**src/rtl/bsstw_pkg.sv**
```systemverilog
// Shared types and constants for the byte segment stack.
// No dependencies; imported by every module of the block.
package bsstw_pkg;

    localparam int SEG_BYTES_DEF = 1024;
    localparam int BANKS         = 8;
    localparam int CFG_W         = 11;
    localparam int POS_W         = 12;
    localparam int COUNT_W       = 9;
    localparam int DATA_W        = 40;
    localparam int ENTRY_MAX     = 5;

    localparam logic [2:0]         VAR_BYTES        = 3'd5;
    localparam logic [2:0]         REF_BYTES        = 3'd4;
    localparam logic [DATA_W-1:0]  FAIL_VAR         = 40'h00_0000_0023;
    localparam logic [DATA_W-1:0]  FAIL_REF         = 40'h00_FFFF_FFFF;
    localparam logic [POS_W-1:0]   POS_FAIL         = 12'hFFF;
    localparam logic [COUNT_W-1:0] COUNT_MAX        = 9'h1FF;
    localparam logic [CFG_W-1:0]   STACK_SIZE_RESET = 11'd1024;

    typedef enum logic [1:0] {
        FUNC_PUSH_VAR = 2'd0,
        FUNC_PUSH_REF = 2'd1,
        FUNC_POP_VAR  = 2'd2,
        FUNC_POP_REF  = 2'd3
    } func_t;

    // Per-request result data carried from issue to the output stage
    typedef struct packed {
        logic               is_pop;
        logic               is_var;
        logic               ok;
        logic [POS_W-1:0]   position;
        logic [COUNT_W-1:0] count;
        logic [2:0]         base_lo;
    } meta_t;

endpackage

```
**src/rtl/bsstw_ctrl.sv**
```systemverilog
// Stack control: size register, top pointer, entry count, bank address
// generation and per-request result data. Depends on bsstw_pkg.
module bsstw_ctrl
    import bsstw_pkg::*;
#(
    parameter int SEGMENT_BYTES = SEG_BYTES_DEF,
    parameter int TW            = 11,
    parameter int RW            = 7
)
(
    input  logic               clk,
    input  logic               rst_n,
    input  logic               cfg_wr_en,
    input  logic [CFG_W-1:0]   cfg_wr_data,
    input  logic               fire,
    input  func_t              func,
    input  logic [DATA_W-1:0]  push_data,
    output logic [BANKS-1:0]   bank_we,
    output logic [BANKS-1:0]   bank_re,
    output logic [RW-1:0]      bank_row   [BANKS],
    output logic [7:0]         bank_wdata [BANKS],
    output meta_t              meta
);

    localparam int CW = ((TW > CFG_W) ? TW : CFG_W) + 1;

    logic [CFG_W-1:0]   stack_size_reg;
    logic [TW-1:0]      top_reg;
    logic [TW-1:0]      top_next;
    logic [COUNT_W-1:0] count_reg;
    logic [COUNT_W-1:0] count_next;
    meta_t              meta_reg;
    meta_t              meta_next;

    logic          is_push;
    logic          is_var;
    logic [2:0]    nbytes;
    logic [CW-1:0] top_ext;
    logic [CW-1:0] size_ext;
    logic [CW-1:0] limit;
    logic [CW-1:0] pos_var;
    logic          push_fit;
    logic          pop_fit;
    logic          op_ok;
    logic [TW-1:0] base;
    logic [7:0]    pbyte [BANKS];
    logic [2:0]    off   [BANKS];
    logic [TW:0]   rsum  [BANKS];

    always_comb
    begin
        is_push  = func inside {FUNC_PUSH_VAR, FUNC_PUSH_REF};
        is_var   = func inside {FUNC_PUSH_VAR, FUNC_POP_VAR};
        nbytes   = is_var ? VAR_BYTES : REF_BYTES;
        top_ext  = CW'(top_reg);
        size_ext = CW'(stack_size_reg);
        limit    = (size_ext < CW'(SEGMENT_BYTES)) ? size_ext : CW'(SEGMENT_BYTES);
        push_fit = (top_ext + CW'(nbytes)) <= limit;
        pop_fit  = top_ext >= CW'(nbytes);
        op_ok    = is_push ? push_fit : pop_fit;
        pos_var  = top_ext + CW'(1);

        // Push writes at the old top; pop reads from the lowered top
        base     = is_push ? top_reg : (top_reg - TW'(nbytes));
        top_next = is_push ? (top_reg + TW'(nbytes)) : base;

        count_next = count_reg;
        if (op_ok)
        begin
            if (is_push && (count_reg != COUNT_MAX))
            begin
                count_next = count_reg + COUNT_W'(1);
            end
            else if (!is_push && (count_reg != '0))
            begin
                count_next = count_reg - COUNT_W'(1);
            end
        end

        meta_next.is_pop   = !is_push;
        meta_next.is_var   = is_var;
        meta_next.ok       = op_ok;
        meta_next.count    = count_next;
        meta_next.base_lo  = base[2:0];
        if (!is_push)
        begin
            meta_next.position = '0;
        end
        else if (!push_fit)
        begin
            meta_next.position = POS_FAIL;
        end
        else if (is_var)
        begin
            meta_next.position = pos_var[POS_W-1:0];
        end
        else
        begin
            meta_next.position = top_ext[POS_W-1:0];
        end

        for (int i = 0; i < BANKS; i++)
        begin
            pbyte[i] = 8'h00;
        end
        for (int i = 0; i < ENTRY_MAX; i++)
        begin
            pbyte[i] = push_data[8*i +: 8];
        end

        // Byte i of the entry lives in bank (base + i) mod 8
        for (int k = 0; k < BANKS; k++)
        begin
            off[k]        = 3'(k) - base[2:0];
            rsum[k]       = (TW+1)'(base) + (TW+1)'(off[k]);
            bank_row[k]   = rsum[k][RW+2:3];
            bank_wdata[k] = pbyte[off[k]];
            bank_we[k]    = fire && is_push && push_fit && (off[k] < nbytes);
            bank_re[k]    = fire && !is_push && pop_fit && (off[k] < nbytes);
        end
    end

    always_ff @(posedge clk or negedge rst_n)
    begin
        if (!rst_n)
        begin
            stack_size_reg <= STACK_SIZE_RESET;
            top_reg        <= '0;
            count_reg      <= '0;
        end
        else
        begin
            if (cfg_wr_en)
            begin
                stack_size_reg <= cfg_wr_data;
            end
            if (fire && op_ok)
            begin
                top_reg   <= top_next;
                count_reg <= count_next;
            end
        end
    end

    always_ff @(posedge clk)
    begin
        if (fire)
        begin
            meta_reg <= meta_next;
        end
    end

    assign meta = meta_reg;

endmodule

```
**config.mk**
```make
export PLATFORM = sky130hd
export DESIGN_NAME = bsstw_ctrl
export DESIGN_NICKNAME = d
export VERILOG_FILES = /design/src/rtl/bsstw_pkg.sv /design/src/rtl/bsstw_ctrl.sv
export SDC_FILE = /design/constraint.sdc
export NUM_CORES = 1
export LEC_CHECK = 0
export BUFFER_PORTS_ARGS = -buffer_cell sky130_fd_sc_hd__buf_2
export CORE_ASPECT_RATIO = 0.5
export CORE_MARGIN = 3
export CORE_UTILIZATION = 44
export CTS_CLUSTER_SIZE = 16
export DETAILED_ROUTE_END_ITERATION = 16
export GPL_TIMING_DRIVEN = 0
export PLACE_DENSITY_LB_ADDON = 0.2
export SYNTH_ARGS = -nofsm -noshare
export SYNTH_HDL_FRONTEND = slang
export SYNTH_SLANG_ARGS = --single-unit
```
**constraint.sdc**
```tcl
create_clock -name clk -period 12.8 [get_ports clk]
set_input_delay 2.56 -clock clk [delete_from_list [all_inputs] [get_ports clk]]
set_output_delay 2.56 -clock clk [all_outputs]
set_load 0.02 [all_outputs]
```
# Word-level counts from Yosys, hierarchy flattened
# Cells that the tools add are included.
[word_totals] register_bits=58 in_bits=57 output_inout_bits=163 elab_cells=123
[op_classes] addsub=22 n_lt_le_gt_ge=19 eq_ne=3 n_mux=34 bitwise_logic=8 n_reduce_logical=28
[op_table] cell="$bmux 8 s3" n=8
[op_table] cell="$mux 8" n=16
[op_table] cell="$add 10x3->10" n=8
[op_table] cell="$mux 11" n=3
[op_table] cell="$ge 4x4->1 const B" n=8
[op_table] cell="$not 3->4" n=8
[op_table] cell="$mux 9" n=3
[op_table] cell="$lt 3x3->1" n=8
[op_table] cell="$mux 12" n=2
[op_table] cell="$logic_and 1x1->1" n=23
[op_table] cell="$add 11x1->12 const B" n=1
[op_table] cell="$add 11x3->12" n=1
[op_table] cell="$le 12x11->1" n=1
[op_table] cell="$sub 3x3->3 const A" n=4
[op_table] cell="$add 11x3->11" n=1
[op_table] cell="$ge 11x3->1" n=1
[op_table] cell="$lt 11x11->1 const B" n=1
[op_table] cell="$sub 11x3->11" n=1
[op_table] cell="$add 9x1->9 const B" n=1
[op_table] cell="$ne 9x9->1 const B" n=1
[op_table] cell="$reduce_bool 9->1" n=1
[op_table] cell="$sub 9x1->9 const B" n=1
[op_table] cell="$sub 1x3->3 const A" n=2
[op_table] cell="$sub 2x3->3 const A" n=2
[op_table] cell="6 further kinds" n=8

# Logic depth before layout (Yosys ltp)
[logic_depth] ltp_word=10 ltp_mapped=16 depth_no_buf=14

# Worst setup path before layout
# No wires, ideal clock.
[synth_timing] path_kind="input to output" from="in func[0]" to="out bank_row[25] in the netlist's numbering" arrival_ns=6.097 required_time_ns=10.240 path_slack_ns=4.143 stages=16 path_buffers=2 cell_sequence="inv_1 -> ha_1 -> ha_1 -> nor2b_1 -> a21o_1 -> clkinv_1 -> buf_1 -> ha_1 -> inv_1 -> ha_1 -> clkbuf_1 -> xnor3_1 -> o221ai_1 -> nand3_1 -> nand2b_1 -> xnor2_1"
[synth_rtl] element="from (decl)" line_no="bsstw_ctrl.sv:16" text="input func_t func,"
[synth_rtl] element="to (decl)" line_no="bsstw_ctrl.sv:20" text="output logic [RW-1:0] bank_row [BANKS],"

==> impl_metrics.ini <==
[detailed_routing]
drcViolationCount = 0
wl_met1_um = 8918
wl_met3_um = 1251
dr.pass1.iters = 5
drt_iter0_markers = 493
wl_met2_um = 10370
routedWlPerCell_um = 17.28
vias = 6631
routed_wl_um = 20920
routed_via_density = 5.476
ant_nets = 0
maxUsedRoutingLayer = met5

[yosys]
synth_ff_type = dfrtp_1
yosys-top-cells-area = edfxtp_1, dfrtp_1, mux2i_1
async_reset_ff_share_pct = 53.45
synth_cells = 784
syn_avg_cell_area_um2 = 8.292
netlist.area_leader.share_pct = 12.47
synthesis.nets = 876
yosys_warnings = 0
synth_cell_type_count = 70
seq_area_frac_synth_pct = 24.42
ys_ff_latch = 58
yosysTopAreaCell = edfxtp_1
synth_edf_count = 27
syn-cell-area_um2 = 6501

[worst_setup_path]
crit_path_start_kind = input port
crit_fanout = 19
required_ns = 10.24
crit_type = input port to output port
reg2reg_slack_ns = 8.85
rr_endpoint = meta[11]
endpoint_kind = output port
crit_start = func[0]
cp-endpoint = bank_row[12]
ff2ff_path_depth = 12
worstPathArrival_ns = 6.93
timing.rr.start = top_reg[3]

[cells_and_area]
antennaDiodeCount = 0
drive_above_1_share_pct = 30.32
multi_input_area_um2 = 4527
regArea_um2 = 1588
mostFrequentLayoutCells = buf_2, nand2_1, mux2i_1
nets = 1106
areaGrowthSynthToFinish_pct = 25.12
largest_reg_flops = 27
layout_commonest_cell = buf_2
finalInstanceArea_um2 = 8134
fill_cells = 1329

[clock_network]
cts_max_path_buffers = 2
cts-root-buf = clkbuf_16
cts_setup_buffers = 0
htreeDepth = 3
cts_resized = 0
cts_tree = yes
clock_sinks = 58
ctsHoldBuffers = 0
insertion_delay_ns = 0.33
clkSlewWorstSetupHoldPaths_ns = 0.05
cts_inserted_buffers = 9

[timing]
tightest_slew_ns = 1.162
clock_skew_ns = 0.008414
setup_viol = 0
slew_viol_final = 0
hold_violations = 0
period_minus_slack_ns = 9.495
rsz0062_at_grt = no
totalNegativeSetupSlack_ns = 0
fmaxAchievable_mhz = 105.3
maxSlewHeadroom_pct = 22.26
fin_crit_sh_pct = 74.18

[placed_design]
hpwl_um = 16780
io_buffers = 219
place.gp.congestion = 0.9365
place_area_um2 = 7838

[floorplan]
rows = 30
dieArea_um2 = 16360
die_w_um = 177.9
coreArea_um2 = 14000
initial_core_util_pct = 46.43
die_y_um = 91.95
ios = 220

[worst_hold_path]
whs_path_depth = 1
hold_start = stack_size_reg[0]
hold_path_class = register to register

[global_routing]
overflow = 0
antenna_found_initial = 1
track_usage_pct = 25.29
grt_max_degree = 33
grt_pass1_vias = 6460
grt_pass1_wl_um = 33410

[outcome]
outcome = finished clean

[run]
maxCapViolations = 0
[cells in the mapped netlist (all sizes together) (28+ instances only)]
library cell and instances:
buf 32, mux2i 68, nand3 34, a21oi 32, xnor2 64, ha 35
nor3 29, dfrtp 30, nor2 48, o21ai 45, nand2 118, clkbuf 28
xor2 33
[metal layers]
layer	vias to the layer above	track usage, %
met5	-	0
met4	2	6.397
met3	40	4.756
met2	219	44.53
met1	3183	31.85
li1	3187	-
[worst min-delay path by stage]
stage | to | slack [ns]
finish | stack_size_reg[0] | 0.50
global route | stack_size_reg[0] | 0.53
global placement | stack_size_reg[0] | 0.49
floorplan | stack_size_reg[0] | 0.47
CTS | stack_size_reg[0] | 0.51
detailed placement | stack_size_reg[0] | 0.50
[through the flow]
stage / instances / utilization (%) / worst slack [ns] / hold slack [ns]
global route: 1211 / 58.10 / 2.887 / 0.5331
finish: 1211 / 58.10 / 3.305 / 0.5044
floorplan: 784 / - / 4.143 / 0.4726
CTS: 1211 / 58.10 / 3.283 / 0.5074
global placement: 1195 / 55.98 / 3.394 / 0.4908
detailed placement: 1195 / 55.98 / 3.299 / 0.4957
[worst max-delay path, cell delays in order]
cell	delay, ns
buf_2	0.12
inv_1	0.06
ha_1	0.23
ha_1	0.20
nor2b_1	0.11
clkbuf_1	0.25
xnor2_1	0.23
clkbuf_1	0.38
clkbuf_1	0.74
ha_1	0.25
clkbuf_1	0.50
xnor3_1	0.53
nor2_1	0.10
o21a_1	0.20
nand3_1	0.12
xnor2_1	0.16
buf_2	0.19
[cell type report]
class,count,area share (%)
multi-input combinational,642,55.65
sequential,58,19.52
timing repair buffer,219,13.47
buffer,60,3.646
clock buffer,11,2.984
tap,192,2.953
inverter,24,1.108
clock inverter,5,0.6614
[kinds of logic after synthesis]
group / Yosys count / share of synthesized area, %
AO/OA/AOI/OAI: 123 / 12.89
AND/OR/NAND/NOR: 290 / 20.69
XOR/XNOR: 100 / 14.34
multiplexers: 94 / 14.97
adder cells (fa/ha/maj): 35 / 6.736
flip-flops: 58 / 24.42
buffers and inverters: 84 / 5.947
Power is left out: the tool's default activity adds up to more than one toggle a clock period on the data nets, which glitch-free logic cannot reach.
